==> src/sv/sm4cbc_pkg.sv <==
// ----------------------------------------------------------------------------
// SM4 CBC cipher package
// Shared constants, S-box, round-key memory write port and helper functions.
// ----------------------------------------------------------------------------
package sm4cbc_pkg;

  localparam int ROUND_COUNT = 32;
  localparam int RK_AW       = $clog2(ROUND_COUNT);
  localparam int CFG_IDX_W   = 3;

  typedef logic [RK_AW-1:0] rk_addr_t;

  // configuration register indexes
  localparam logic [CFG_IDX_W-1:0] CFG_KEY_HIGH     = 3'd0;
  localparam logic [CFG_IDX_W-1:0] CFG_KEY_LOW      = 3'd1;
  localparam logic [CFG_IDX_W-1:0] CFG_IV_HIGH      = 3'd2;
  localparam logic [CFG_IDX_W-1:0] CFG_IV_LOW       = 3'd3;
  localparam logic [CFG_IDX_W-1:0] CFG_DECRYPT_MODE = 3'd4;

  localparam logic [31:0] FK0 = 32'ha3b1bac6;
  localparam logic [31:0] FK1 = 32'h56aa3350;
  localparam logic [31:0] FK2 = 32'h677d9197;
  localparam logic [31:0] FK3 = 32'hb27022dc;

  typedef struct packed {
    logic        en;
    rk_addr_t    addr;
    logic [31:0] data;
  } rk_wr_t;

  localparam logic [7:0] SBOX [256] = '{
    8'hd6,8'h90,8'he9,8'hfe,8'hcc,8'he1,8'h3d,8'hb7,8'h16,8'hb6,8'h14,8'hc2,8'h28,8'hfb,8'h2c,8'h05,
    8'h2b,8'h67,8'h9a,8'h76,8'h2a,8'hbe,8'h04,8'hc3,8'haa,8'h44,8'h13,8'h26,8'h49,8'h86,8'h06,8'h99,
    8'h9c,8'h42,8'h50,8'hf4,8'h91,8'hef,8'h98,8'h7a,8'h33,8'h54,8'h0b,8'h43,8'hed,8'hcf,8'hac,8'h62,
    8'he4,8'hb3,8'h1c,8'ha9,8'hc9,8'h08,8'he8,8'h95,8'h80,8'hdf,8'h94,8'hfa,8'h75,8'h8f,8'h3f,8'ha6,
    8'h47,8'h07,8'ha7,8'hfc,8'hf3,8'h73,8'h17,8'hba,8'h83,8'h59,8'h3c,8'h19,8'he6,8'h85,8'h4f,8'ha8,
    8'h68,8'h6b,8'h81,8'hb2,8'h71,8'h64,8'hda,8'h8b,8'hf8,8'heb,8'h0f,8'h4b,8'h70,8'h56,8'h9d,8'h35,
    8'h1e,8'h24,8'h0e,8'h5e,8'h63,8'h58,8'hd1,8'ha2,8'h25,8'h22,8'h7c,8'h3b,8'h01,8'h21,8'h78,8'h87,
    8'hd4,8'h00,8'h46,8'h57,8'h9f,8'hd3,8'h27,8'h52,8'h4c,8'h36,8'h02,8'he7,8'ha0,8'hc4,8'hc8,8'h9e,
    8'hea,8'hbf,8'h8a,8'hd2,8'h40,8'hc7,8'h38,8'hb5,8'ha3,8'hf7,8'hf2,8'hce,8'hf9,8'h61,8'h15,8'ha1,
    8'he0,8'hae,8'h5d,8'ha4,8'h9b,8'h34,8'h1a,8'h55,8'had,8'h93,8'h32,8'h30,8'hf5,8'h8c,8'hb1,8'he3,
    8'h1d,8'hf6,8'he2,8'h2e,8'h82,8'h66,8'hca,8'h60,8'hc0,8'h29,8'h23,8'hab,8'h0d,8'h53,8'h4e,8'h6f,
    8'hd5,8'hdb,8'h37,8'h45,8'hde,8'hfd,8'h8e,8'h2f,8'h03,8'hff,8'h6a,8'h72,8'h6d,8'h6c,8'h5b,8'h51,
    8'h8d,8'h1b,8'haf,8'h92,8'hbb,8'hdd,8'hbc,8'h7f,8'h11,8'hd9,8'h5c,8'h41,8'h1f,8'h10,8'h5a,8'hd8,
    8'h0a,8'hc1,8'h31,8'h88,8'ha5,8'hcd,8'h7b,8'hbd,8'h2d,8'h74,8'hd0,8'h12,8'hb8,8'he5,8'hb4,8'hb0,
    8'h89,8'h69,8'h97,8'h4a,8'h0c,8'h96,8'h77,8'h7e,8'h65,8'hb9,8'hf1,8'h09,8'hc5,8'h6e,8'hc6,8'h84,
    8'h18,8'hf0,8'h7d,8'hec,8'h3a,8'hdc,8'h4d,8'h20,8'h79,8'hee,8'h5f,8'h3e,8'hd7,8'hcb,8'h39,8'h48
  };

  function automatic logic [31:0] sub_word(input logic [31:0] a);
    return {SBOX[a[31:24]], SBOX[a[23:16]], SBOX[a[15:8]], SBOX[a[7:0]]};
  endfunction

  // CK word i: byte j (msb first) is (4*i+j)*7 mod 256
  function automatic logic [31:0] ck_word(input rk_addr_t i);
    logic [7:0]  base;
    logic [7:0]  b;
    logic [15:0] prod;
    logic [31:0] w;
    base = {1'b0, i, 2'b00};
    w    = '0;
    for (int j = 0; j < 4; j++) begin
      b    = base + 8'(j);
      prod = {8'd0, b} * 16'd7;
      w    = {w[23:0], prod[7:0]};
    end
    return w;
  endfunction

endpackage

==> src/sv/sm4cbc_if.sv <==
// ----------------------------------------------------------------------------
// SM4 CBC cipher channel interfaces
// Block request, block result and configuration write channels.
// ----------------------------------------------------------------------------
interface sm4cbc_req_if;
  logic        valid;
  logic        ready;
  logic [63:0] data_high;
  logic [63:0] data_low;
  logic        chain_start;
  modport source (output valid, data_high, data_low, chain_start, input ready);
  modport sink (input valid, data_high, data_low, chain_start, output ready);
endinterface

interface sm4cbc_rsp_if;
  logic        valid;
  logic        ready;
  logic [63:0] result_high;
  logic [63:0] result_low;
  modport source (output valid, result_high, result_low, input ready);
  modport sink (input valid, result_high, result_low, output ready);
endinterface

interface sm4cbc_cfg_if;
  logic                               valid;
  logic                               ready;
  logic [sm4cbc_pkg::CFG_IDX_W-1:0]   index;
  logic [63:0]                        data;
  modport source (output valid, index, data, input ready);
  modport sink (input valid, index, data, output ready);
endinterface

==> src/sv/sm4cbc_key_ram.sv <==
// ----------------------------------------------------------------------------
// SM4 round-key memory
// One write port, one registered read port.
// ----------------------------------------------------------------------------
module sm4cbc_key_ram (
  input  logic                 clk,
  input  sm4cbc_pkg::rk_wr_t   wr,
  input  sm4cbc_pkg::rk_addr_t rd_addr,
  output logic [31:0]          rd_data
);

  logic [31:0] mem [sm4cbc_pkg::ROUND_COUNT];

  always_ff @(posedge clk) begin
    if (wr.en) begin
      mem[wr.addr] <= wr.data;
    end
    rd_data <= mem[rd_addr];
  end

endmodule

==> src/sv/sm4cbc_round.sv <==
// ----------------------------------------------------------------------------
// SM4 shared round unit
// One T transform, serving both key schedule and cipher rounds.
// ----------------------------------------------------------------------------
module sm4cbc_round (
  input  logic        key_sched,
  input  logic [31:0] w0,
  input  logic [31:0] w1,
  input  logic [31:0] w2,
  input  logic [31:0] w3,
  input  logic [31:0] rk,
  output logic [31:0] nx
);

  logic [31:0] b;
  logic [31:0] lin_d;
  logic [31:0] lin_k;

  assign b = sm4cbc_pkg::sub_word(w1 ^ w2 ^ w3 ^ rk);

  assign lin_d = b ^ {b[29:0], b[31:30]} ^ {b[21:0], b[31:22]}
               ^ {b[13:0], b[31:14]} ^ {b[7:0], b[31:8]};
  assign lin_k = b ^ {b[18:0], b[31:19]} ^ {b[8:0], b[31:9]};

  assign nx = w0 ^ (key_sched ? lin_k : lin_d);

endmodule

==> src/sv/sm4_cbc_cipher_unit.sv <==
// ----------------------------------------------------------------------------
// SM4 CBC cipher unit
// Flow: an accepted request beat passes ST_SETUP, ST_CRYPT and ST_DONE, which
//   loads the result; a key write adds key expansion (ST_KEXP) first.
// Throughput: one block at a time, set by the single shared round unit doing
//   one round per cycle over 32 rounds; a new request is accepted only in
//   ST_IDLE, and a result held by the sink stalls the handoff and the input.
// Reset: synchronous, clears key, IV, mode, chaining value and control;
//   the round-key memory needs no clearing pass.
// ----------------------------------------------------------------------------
module sm4_cbc_cipher_unit (
  input  logic          clk,
  input  logic          rst,
  sm4cbc_cfg_if.sink    cfg,
  sm4cbc_req_if.sink    req,
  sm4cbc_rsp_if.source  rsp
);

  typedef enum logic [2:0] {
    ST_IDLE,
    ST_SETUP,
    ST_KEXP,
    ST_CRYPT,
    ST_DONE
  } state_t;

  localparam sm4cbc_pkg::rk_addr_t LAST_ROUND =
    sm4cbc_pkg::rk_addr_t'(sm4cbc_pkg::ROUND_COUNT - 1);

  state_t               state;
  sm4cbc_pkg::rk_addr_t cnt;
  logic [31:0]          x0, x1, x2, x3;
  logic [63:0]          key_high, key_low, iv_high, iv_low;
  logic                 decrypt_mode;
  logic                 keys_ready;
  logic [63:0]          chain_high, chain_low;
  logic [63:0]          din_high, din_low;
  logic [63:0]          res_high, res_low;
  logic                 rsp_valid;
  logic [63:0]          rsp_high, rsp_low;

  logic                 key_sched;
  logic [31:0]          rk_op;
  logic [31:0]          rk_q;
  logic [31:0]          nx;
  sm4cbc_pkg::rk_wr_t   rk_wr;
  sm4cbc_pkg::rk_addr_t rd_idx;
  sm4cbc_pkg::rk_addr_t rd_addr;
  logic [63:0]          blk_high, blk_low;

  assign key_sched = (state == ST_KEXP);
  assign rk_op     = key_sched ? sm4cbc_pkg::ck_word(cnt) : rk_q;

  sm4cbc_round u_round (
    .key_sched (key_sched),
    .w0        (x0),
    .w1        (x1),
    .w2        (x2),
    .w3        (x3),
    .rk        (rk_op),
    .nx        (nx)
  );

  // prefetch the key of the next round; decryption walks the keys backward
  assign rd_idx  = (state == ST_SETUP) ? '0 : cnt + sm4cbc_pkg::rk_addr_t'(1);
  assign rd_addr = decrypt_mode ? ~rd_idx : rd_idx;

  assign rk_wr.en   = key_sched;
  assign rk_wr.addr = cnt;
  assign rk_wr.data = nx;

  sm4cbc_key_ram u_key_ram (
    .clk     (clk),
    .wr      (rk_wr),
    .rd_addr (rd_addr),
    .rd_data (rk_q)
  );

  assign blk_high = {nx, x3};
  assign blk_low  = {x2, x1};

  assign cfg.ready       = 1'b1;
  assign req.ready       = (state == ST_IDLE);
  assign rsp.valid       = rsp_valid;
  assign rsp.result_high = rsp_high;
  assign rsp.result_low  = rsp_low;

  always_ff @(posedge clk) begin
    if (rst) begin
      state        <= ST_IDLE;
      cnt          <= '0;
      key_high     <= '0;
      key_low      <= '0;
      iv_high      <= '0;
      iv_low       <= '0;
      decrypt_mode <= 1'b0;
      keys_ready   <= 1'b0;
      chain_high   <= '0;
      chain_low    <= '0;
      rsp_valid    <= 1'b0;
    end else begin
      if (cfg.valid) begin
        case (cfg.index)
          sm4cbc_pkg::CFG_KEY_HIGH: begin
            key_high   <= cfg.data;
            keys_ready <= 1'b0;
          end
          sm4cbc_pkg::CFG_KEY_LOW: begin
            key_low    <= cfg.data;
            keys_ready <= 1'b0;
          end
          sm4cbc_pkg::CFG_IV_HIGH:      iv_high      <= cfg.data;
          sm4cbc_pkg::CFG_IV_LOW:       iv_low       <= cfg.data;
          sm4cbc_pkg::CFG_DECRYPT_MODE: decrypt_mode <= cfg.data[0];
          default: ;
        endcase
      end

      // the handoff below refills the register itself
      if (rsp_valid && rsp.ready && state != ST_DONE) begin
        rsp_valid <= 1'b0;
      end

      case (state)
        ST_IDLE: begin
          if (req.valid) begin
            din_high <= req.data_high;
            din_low  <= req.data_low;
            if (req.chain_start) begin
              chain_high <= iv_high;
              chain_low  <= iv_low;
            end
            state <= ST_SETUP;
          end
        end
        ST_SETUP: begin
          cnt <= '0;
          if (!keys_ready) begin
            x0    <= key_high[63:32] ^ sm4cbc_pkg::FK0;
            x1    <= key_high[31:0]  ^ sm4cbc_pkg::FK1;
            x2    <= key_low[63:32]  ^ sm4cbc_pkg::FK2;
            x3    <= key_low[31:0]   ^ sm4cbc_pkg::FK3;
            state <= ST_KEXP;
          end else if (decrypt_mode) begin
            {x0, x1} <= din_high;
            {x2, x3} <= din_low;
            state    <= ST_CRYPT;
          end else begin
            {x0, x1} <= din_high ^ chain_high;
            {x2, x3} <= din_low ^ chain_low;
            state    <= ST_CRYPT;
          end
        end
        ST_KEXP: begin
          x0  <= x1;
          x1  <= x2;
          x2  <= x3;
          x3  <= nx;
          cnt <= cnt + sm4cbc_pkg::rk_addr_t'(1);
          if (cnt == LAST_ROUND) begin
            keys_ready <= 1'b1;
            state      <= ST_SETUP;
          end
        end
        ST_CRYPT: begin
          x0  <= x1;
          x1  <= x2;
          x2  <= x3;
          x3  <= nx;
          cnt <= cnt + sm4cbc_pkg::rk_addr_t'(1);
          if (cnt == LAST_ROUND) begin
            if (decrypt_mode) begin
              res_high   <= blk_high ^ chain_high;
              res_low    <= blk_low ^ chain_low;
              chain_high <= din_high;
              chain_low  <= din_low;
            end else begin
              res_high   <= blk_high;
              res_low    <= blk_low;
              chain_high <= blk_high;
              chain_low  <= blk_low;
            end
            state <= ST_DONE;
          end
        end
        ST_DONE: begin
          // hold until the result register is free
          if (!rsp_valid || rsp.ready) begin
            rsp_high  <= res_high;
            rsp_low   <= res_low;
            rsp_valid <= 1'b1;
            state     <= ST_IDLE;
          end
        end
        default: state <= ST_IDLE;
      endcase
    end
  end

  a_crypt_needs_keys: assert property (@(posedge clk) disable iff (rst)
    (state == ST_CRYPT) |-> keys_ready)
    else $error("cipher round ran without expanded keys");

  a_accept_to_setup: assert property (@(posedge clk) disable iff (rst)
    (req.valid && req.ready) |=> (state == ST_SETUP))
    else $error("accepted beat did not start setup");

  a_last_round_done: assert property (@(posedge clk) disable iff (rst)
    (state == ST_CRYPT && cnt == LAST_ROUND) |=> (state == ST_DONE))
    else $error("last cipher round did not hand off the result");

  a_result_from_done: assert property (@(posedge clk) disable iff (rst)
    $rose(rsp_valid) |-> $past(state == ST_DONE))
    else $error("result valid raised outside handoff");

endmodule
==> src/flat_wrapper.sv <==
// flat-port wrapper written by rule: the top's interface ports become plain ports
module sm4_cbc_cipher_unit_flat 
  (clk, rst, cfg_valid, cfg_index, cfg_data, cfg_ready, req_valid, req_data_high, req_data_low, req_chain_start, req_ready, rsp_valid, rsp_result_high, rsp_result_low, rsp_ready);
  sm4cbc_cfg_if cfg_i ();
  sm4cbc_req_if req_i ();
  sm4cbc_rsp_if rsp_i ();
  input  logic clk;
  input  logic rst;
  input wire logic [$bits(cfg_i.valid)-1:0] cfg_valid;
  input wire logic [$bits(cfg_i.index)-1:0] cfg_index;
  input wire logic [$bits(cfg_i.data)-1:0] cfg_data;
  output wire logic [$bits(cfg_i.ready)-1:0] cfg_ready;
  input wire logic [$bits(req_i.valid)-1:0] req_valid;
  input wire logic [$bits(req_i.data_high)-1:0] req_data_high;
  input wire logic [$bits(req_i.data_low)-1:0] req_data_low;
  input wire logic [$bits(req_i.chain_start)-1:0] req_chain_start;
  output wire logic [$bits(req_i.ready)-1:0] req_ready;
  output wire logic [$bits(rsp_i.valid)-1:0] rsp_valid;
  output wire logic [$bits(rsp_i.result_high)-1:0] rsp_result_high;
  output wire logic [$bits(rsp_i.result_low)-1:0] rsp_result_low;
  input wire logic [$bits(rsp_i.ready)-1:0] rsp_ready;
  assign cfg_i.valid = cfg_valid;
  assign cfg_i.index = cfg_index;
  assign cfg_i.data = cfg_data;
  assign cfg_ready = cfg_i.ready;
  assign req_i.valid = req_valid;
  assign req_i.data_high = req_data_high;
  assign req_i.data_low = req_data_low;
  assign req_i.chain_start = req_chain_start;
  assign req_ready = req_i.ready;
  assign rsp_valid = rsp_i.valid;
  assign rsp_result_high = rsp_i.result_high;
  assign rsp_result_low = rsp_i.result_low;
  assign rsp_i.ready = rsp_ready;
  sm4_cbc_cipher_unit u_core (.clk(clk), .rst(rst), .cfg(cfg_i), .req(req_i), .rsp(rsp_i));
endmodule
==> config.mk <==
export PLATFORM = sky130hd
export DESIGN_NAME = sm4_cbc_cipher_unit_flat
export DESIGN_NICKNAME = d
export VERILOG_FILES = /design/src/sv/sm4cbc_pkg.sv /design/src/sv/sm4cbc_if.sv /design/src/sv/sm4cbc_key_ram.sv /design/src/sv/sm4cbc_round.sv /design/src/sv/sm4_cbc_cipher_unit.sv /design/src/flat_wrapper.sv
export SDC_FILE = /design/constraint.sdc
export NUM_CORES = 2
export LEC_CHECK = 0
export CORE_MARGIN = 2
export CORE_UTILIZATION = 55
export DETAILED_ROUTE_END_ITERATION = 8
export DONT_BUFFER_PORTS = 1
export GPL_ROUTABILITY_DRIVEN = 1
export PLACE_DENSITY = 0.77
export SYNTH_ARGS = -nofsm -noshare
export SYNTH_HDL_FRONTEND = slang
export SYNTH_SLANG_ARGS = --single-unit
==> constraint.sdc <==
create_clock -name clk -period 13.2 [get_ports clk]
set_input_delay 1.32 -clock clk [delete_from_list [all_inputs] [get_ports clk]]
set_output_delay 1.32 -clock clk [all_outputs]
set_load 0.02 [all_outputs]
=== After elaboration in Yosys (flattened, before gate mapping) ===
Memories as Yosys holds them, arrays and structs flattened. A register that Yosys moved wholly into a read port is not among the register bits.
Index checks and enable logic that the tools add are counted.

* Bits of input ports: 201
* Register bits: 907
* Logic and storage cells: 150
* ROM bits: 8192
* Memory bits (writable): 1024
* Memories kept: 5

{| class="wikitable"
|+ Memories
! name !! depth !! width !! read ports !! clocked after Yosys merged registers in !! write ports !! line !! RTL
|-
| (name not given) || 256 || 8 || 1 || 0 || 0 || sm4cbc_pkg.sv:51 || <nowiki>return {SBOX[a[31:24]], SBOX[a[23:16]], SBOX[a[15:8]], SBOX[a[7:0]]};</nowiki>
|-
| (name not given) || 256 || 8 || 1 || 0 || 0 || sm4cbc_pkg.sv:51 ||
|-
| (name not given) || 256 || 8 || 1 || 0 || 0 || sm4cbc_pkg.sv:51 ||
|-
| (name not given) || 256 || 8 || 1 || 0 || 0 || sm4cbc_pkg.sv:51 ||
|-
| u_core.u_key_ram.mem || 32 || 32 || 1 || 1 || 1 || sm4cbc_key_ram.sv:12 || <nowiki>logic [31:0] mem [sm4cbc_pkg::ROUND_COUNT];</nowiki>
|}

* Multiply operators: 4
* Equal/unequal tests: 15
* Order comparisons: 4
* $add $sub $neg: 4
* Reduce and logical (&&, ||, !) cells: 21
* Mux-type cells: 52
* Bitwise operators: 24

{| class="wikitable"
|+ Operators by type and width
! cell !! number
|-
| 64-bit 2-to-1 mux || 10
|-
| 32-bit 2-to-1 mux || 10
|-
| 32-bit bitwise XOR || 10
|-
| 32-bit one-hot mux with 2 select lines || 4
|-
| 64-bit one-hot mux with 2 select lines || 2
|-
| 64-bit bitwise XOR || 4
|-
| 8-bit 2-to-1 mux || 8
|-
| 9-bit greater-or-equal comparator, second input constant || 4
|-
| 8-bit NOT with 9-bit output || 4
|-
| 14-bit NOT || 2
|-
| 8-bit by 3-bit multiplier with 8-bit output, second input constant || 3
|-
| 19-bit NOT || 1
|-
| 17-bit NOT || 1
|-
| 7-bit by 2-bit adder with 8-bit output, second input constant || 2
|-
| 3-bit one-hot mux with 5 select lines || 1
|-
| 3-bit by 2-bit == test with 1-bit output, second input constant || 4
|-
| 3-bit 2-to-1 mux || 4
|-
| 2-bit AND reduction || 6
|-
| 1-bit 2-to-1 mux || 10
|-
| 5-bit 2-to-1 mux || 2
|-
| 5-bit one-hot mux with 2 select lines || 1
|-
| 3-bit AND reduction || 3
|-
| 7-bit by 1-bit adder with 8-bit output, second input constant || 1
|-
| 4-bit AND reduction || 2
|-
| other kinds (16) || 25
|}

=== Logic depth before layout (Yosys ltp) ===
* Depth after elaboration: 17
* Depth in mapped cells: 26
* Gate-level depth less buffers: 19

=== Modules after synthesis ===
Synthesis repeated with hierarchy kept, for this count alone.

* Cells, all modules: 8475
* Area, all modules: 95417.8 um2

{| class="wikitable"
|+ Modules (own cells, without submodules)
! module !! sequential area each (um2) !! instances !! area each (um2) !! cells an instance
|-
| sm4cbc_key_ram || 31390.1 || 1 || 40492.6 || 2260
|-
| sm4_cbc_cipher_unit || 23282.3 || 1 || 38434.4 || 3651
|-
| sm4cbc_round || 0.0 || 1 || 16490.8 || 2564
|}

=== Least setup slack after synthesis ===
No wires, ideal clock.

* Kind: input port to flip-flop
* From: in rst
* To: reg u_core.rsp_high[0] (netlist: u_core.rsp.result_high[0]) (enable)
* Buffers on the path: 3
* Required time: 12427 ps
* Setup slack: 1866 ps
* Cell stages on the path: 4
* Library setup time: 773 ps
* Arrival time: 10561 ps
* Cells stage by stage: clkbuf_1 clkbuf_1 buf_1 nor3_1

* Longest elaborated chain between the ends: 2

{| class="wikitable"
|+ Ends and longest elaborated chain
! what !! line !! RTL
|-
| start: declaration || flat_wrapper.sv:8 || <nowiki>input logic rst;</nowiki>
|-
| 1-bit NOT (no line) || -- ||
|-
| 3-bit AND reduction (no line) || -- ||
|-
| end signal: assignment || sm4_cbc_cipher_unit.sv:189 || <nowiki>rsp_high <= res_high;</nowiki>
|-
| end: declaration || sm4_cbc_cipher_unit.sv:40 || <nowiki>logic [63:0] rsp_high, rsp_low;</nowiki>
|}

No other way between the ends.
A chain may end at the register's enable or synchronous reset.

=== Worst setup path in the final report ===
* From: reg u_core.cnt[2]
* To: mem u_core.u_key_ram.mem[4][24], data pin

* Longest elaborated chain between the ends: 14
* Elaborated cells on any way between the ends: 33

{| class="wikitable"
|+ Ends and longest elaborated chain
! what !! line !! RTL
|-
| start: declaration || sm4_cbc_cipher_unit.sv:31 || <nowiki>sm4cbc_pkg::rk_addr_t cnt;</nowiki>
|-
| start signal: assignment || sm4_cbc_cipher_unit.sv:159 || <nowiki>cnt <= cnt + sm4cbc_pkg::rk_addr_t'(1);</nowiki>
|-
| start signal: assignment || sm4_cbc_cipher_unit.sv:170 || <nowiki>cnt <= cnt + sm4cbc_pkg::rk_addr_t'(1);</nowiki>
|-
| 7-bit by 1-bit adder with 8-bit output || sm4cbc_pkg.sv:63 || <nowiki>b = base + 8'(j);</nowiki>
|-
| 8-bit by 3-bit multiplier with 8-bit output || sm4cbc_pkg.sv:64 || <nowiki>prod = {8'd0, b} * 16'd7;</nowiki>
|-
| 32-bit 2-to-1 mux (*) || sm4_cbc_cipher_unit.sv:52 || <nowiki>assign rk_op = key_sched ? sm4cbc_pkg::ck_word(cnt) : rk_q;</nowiki>
|-
| 32-bit bitwise XOR (*) || sm4cbc_round.sv:19 || <nowiki>assign b = sm4cbc_pkg::sub_word(w1 ^ w2 ^ w3 ^ rk);</nowiki>
|-
| 8-bit NOT with 9-bit output (not written as such) || sm4cbc_pkg.sv:51 ||
|-
| memory 256 x 8 bit || -- ||
|-
| 8-bit 2-to-1 mux (not written as such) (2 in series) || sm4cbc_pkg.sv:51 ||
|-
| 32-bit bitwise XOR (2 in series) || sm4cbc_round.sv:21 || <nowiki>assign lin_d = b ^ {b[29:0], b[31:30]} ^ {b[21:0], b[31:22]}</nowiki>
|-
| 32-bit bitwise XOR (2 in series) || sm4cbc_round.sv:22 || <nowiki>^ {b[13:0], b[31:14]} ^ {b[7:0], b[31:8]};</nowiki>
|-
| 32-bit 2-to-1 mux (*) || sm4cbc_round.sv:25 || <nowiki>assign nx = w0 ^ (key_sched ? lin_k : lin_d);</nowiki>
|-
| 32-bit bitwise XOR (*) || sm4cbc_round.sv:25 ||
|-
| named net u_core.nx[24] || sm4_cbc_cipher_unit.sv:45 || <nowiki>logic [31:0] nx;</nowiki>
|-
| end: declaration || sm4cbc_key_ram.sv:12 ||
|}

Mark *: on every way through the listed nets, which the timed path passes. The rest lies on a longest branch. The select of a mux whose other input is x is not followed.

==> impl_metrics.tcl <==
set metrics [dict create \
    worst_pin_slew_ns 1.45 \
    route.detailed.drc 0 \
    die_x_um 419 \
    slew_headroom_pct 2.36 \
    reg2reg_depth 17 \
    cp_max_fo 61 \
    yosysMostFrequentCell "edfxtp_1" \
    antenna_found_initial 45 \
    postRouteAntennaNets 0 \
    post-route-period-util_pct 71.4 \
    regToRegEndpoint "u_core.u_key_ram.mem[4][24]" \
    final_max_slew_viol_count 0 \
    synthSimpleGateAreaFrac_pct 9.38 \
    synthFlopType "edfxtp_1" \
    area_growth_pct 9.58 \
    setup_tns_ns 0 \
    hold_path_startpoint "u_core.res_low[47]" \
    synth_cells 7752 \
    synth_top_family_by_area "compound AO/OA/AOI/OAI gates" \
    min_path_type "reg -> reg" \
    rsz0062_at_grt "false" \
    grt_max_degree 404 \
    fin_skew_ns 0.0896 \
    finalInstanceArea_um2 104000 \
    cts.repair.resized 0 \
    clkSinkCount 1963 \
    end_kind "flop" \
    ys_seq_area_share_pct 57.6 \
    hold_depth 0 \
    fin_crit_ns 9.42 \
    cts.path.max_buffers 3 \
    slowest_delay_ns 0.95 \
    cp-start-kind "flop" \
    drive_above_1_share_pct 14.5 \
    largest_register_ffs 1024 \
    clkTransAtPathRegs_ns 0.07 \
    grt_pass1_wl_mm 479 \
    fp.coreArea_um2 172000 \
    path_common_cell "xnor2_1" \
    status "completed" \
    synth_xor_xnor_area_share_pct 5.42 \
    dr.pass1.iters 9 \
    synth-adder-area-share_pct 0.857 \
    crit_chain "inv_1 -> fa_1 -> xnor2_1 -> mux2i_1 -> xnor2_2 -> buf_4 -> o21ai_0 -> nor2_1 -> nor4b_1 -> o41ai_1 -> o22ai_2 -> xnor2_1 -> xnor2_1 -> xnor2_1 -> mux2i_1 -> xnor2_1 -> inv_1" \
    track_usage_pct 37.5 \
    synth.mux.area_fraction_pct 11.3 \
    syn_avg_cell_area_um2 12.2 \
    critical_path.slowest_cell "o41ai_1" \
    reg2reg_slack_ns 3.78 \
    vias 70300 \
    fp.dieArea_um2 176000 \
    synthTopCellsByArea "edfxtp_1 49%, dfxtp_1 9.0%, mux4_2 8.2%" \
    portBuffers 0 \
    io-pin-count 332 \
    dpl-instance-area_um2 97400 \
    synth_compound_area_share_pct 12.3 \
    post-synth-top-area-cell "edfxtp_1" \
    required_ns 13.55 \
    setup_violations 0 \
    drt-initial-drc-count 11900 \
    fill_cells 12900 \
    r2r_start "u_core.cnt[2]" \
    hold_buffers 0 \
    place.gp.congestion 1.02 \
    arrival_ns 9.77 \
    grt_pass1_vias 66800 \
    ys_seq_elements 1963 \
    routedWlPerCell_um 33.5 \
    min_to "u_core.rsp.result_low[47]" \
    numCtsBuffers 189 \
    ys_warn_count 0 \
    initial_core_util_pct 55.3 \
    criticalPathCategory "reg -> reg" \
    cts-root-buf "clkbuf_16" \
    ys_top_cells_by_count "1536 x edfxtp_1, 1269 x nand2_1, 555 x a21oi_1" \
    synthArstFlopShare_pct 0 \
    h-tree-depth 4 \
    clock_latency_ns 0.89 \
    routed_via_density 7.00 \
    cap_violations 0 \
    hpwl_mm 200 \
    cts_tree "built" \
    synth_top_area_share_pct 48.6 \
    nNetsFinal 7782 \
    grt_overflow_total 0 \
    ys_types 113 \
    synth-edff-count 1536 \
    wl_mm 336 \
    syn_nets 8012 \
    syn-cell-area_um2 94900 \
    fmax_mhz 106 \
    hold_viol 0 \
    die_h_um 419 \
    cts_setup_buffers 0 \
    whs_ns 0.417 \
    regMostFlops "u_core.u_key_ram.mem" \
    std_cell_rows 152 \
]
==> layer usage <==
metal / vias up / global-route usage, % / part of all wire [%]
li1: 28700 / - / -
met1: 34700 / 48.3 / 35
met2: 5726 / 57.8 / 46
met3: 1218 / 8.88 / 12
met4: 16 / 22.8 / 7.3
met5: - / 0 / 0.034
==> how the worst max path moves through the flow <==
stage,start,end,slack (ns),cells after the start
final,u_core.cnt[2],u_core.u_key_ram.mem[4][24],3.78,17
after global routing,u_core.cnt[2],u_core.u_key_ram.mem[4][24],3.91,17
after CTS,u_core.state[2],u_core.u_key_ram.mem[31][24],4.32,21
after detailed placement,u_core.state[2],u_core.u_key_ram.mem[3][24],4.39,21
after global placement,u_core.state[2],u_core.u_key_ram.mem[4][24],4.56,21
after floorplan,rst,u_core.rsp.result_high[0],1.87,4
==> area by class of cell <==
| type | instances | area, µm² | area share [%] |
|---|---|---|---|
| Sequential cell | 1963 | 54700 | 52.6 |
| Multi-Input combinational cell | 5115 | 38100 | 36.7 |
| Clock buffer | 245 | 5150 | 4.96 |
| Tap cell | 2310 | 2890 | 2.78 |
| Timing Repair Buffer | 199 | 1520 | 1.46 |
| Clock inverter | 111 | 1320 | 1.26 |
| Inverter | 54 | 203 | 0.195 |
| Antenna cell | 38 | 95.1 | 0.0915 |
==> placed cells by master (no fill, tap or decap), drive strengths merged, types with 25 or more instances in the layout <==
cell | Yosys | routed
edfxtp | 1536 | 1536
a31oi | 78 | 78
xnor2 | 404 | 404
o311ai | 38 | 38
mux2i | 187 | 187
nand2 | 1272 | 1272
xor2 | 123 | 123
a211oi | 76 | 76
a2111oi | 33 | 33
o21ai | 389 | 389
buf | 232 | 199
a311oi | 38 | 38
nor2 | 334 | 334
a221oi | 46 | 46
nand3 | 72 | 72
nor3 | 101 | 101
dfxtp | 427 | 427
nor2b | 135 | 135
ha | 53 | 53
and2 | 30 | 30
mux4 | 346 | 346
a21oi | 560 | 560
o221ai | 36 | 36
clkbuf | 388 | 245
nand2b | 26 | 26
a21o | 25 | 25
clkinv | 3 | 80
o22ai | 70 | 70
mux2 | 96 | 96
inv | 51 | 58
o211ai | 173 | 173
diode | 0 | 38
==> metrics by stage <==
stage	worst slack [ns]	std cells	utilization [%]
after floorplan	1.87	7752	-
after global placement	4.56	9641	56.8
after detailed placement	4.39	9641	56.8
after CTS	4.32	9997	60.5
after global routing	3.91	10000	60.6
final	3.78	10000	60.6
==> cells by family (layout without fill, tap and decap cells) <==
family / after synthesis / count (layout)
buffers and inverters: 674 / 609
other: 1 / 39
xor gates and xnor gates: 544 / 544
AOI/OAI and AO/OA: 1794 / 1794
muxes: 629 / 629
adders and majority gates: 62 / 62
DFF: 1963 / 1963
and+or+nand+nor: 2085 / 2085
==> worst max-delay path: cells and delay by family, from the launching register on <==
| family | cells | cell delay, ns |
|---|---|---|
| simple gates | 2 | 0.28 |
| flops | 1 | 0.73 |
| buf+inv | 3 | 1.62 |
| xor+xnor | 6 | 2.42 |
| compound gates | 3 | 1.91 |
| mux | 2 | 1.01 |
| fa+ha+maj | 1 | 0.85 |
Power is not shown: default switching activity piles up to over one toggle a cycle in this logic, so the estimate is an artifact.
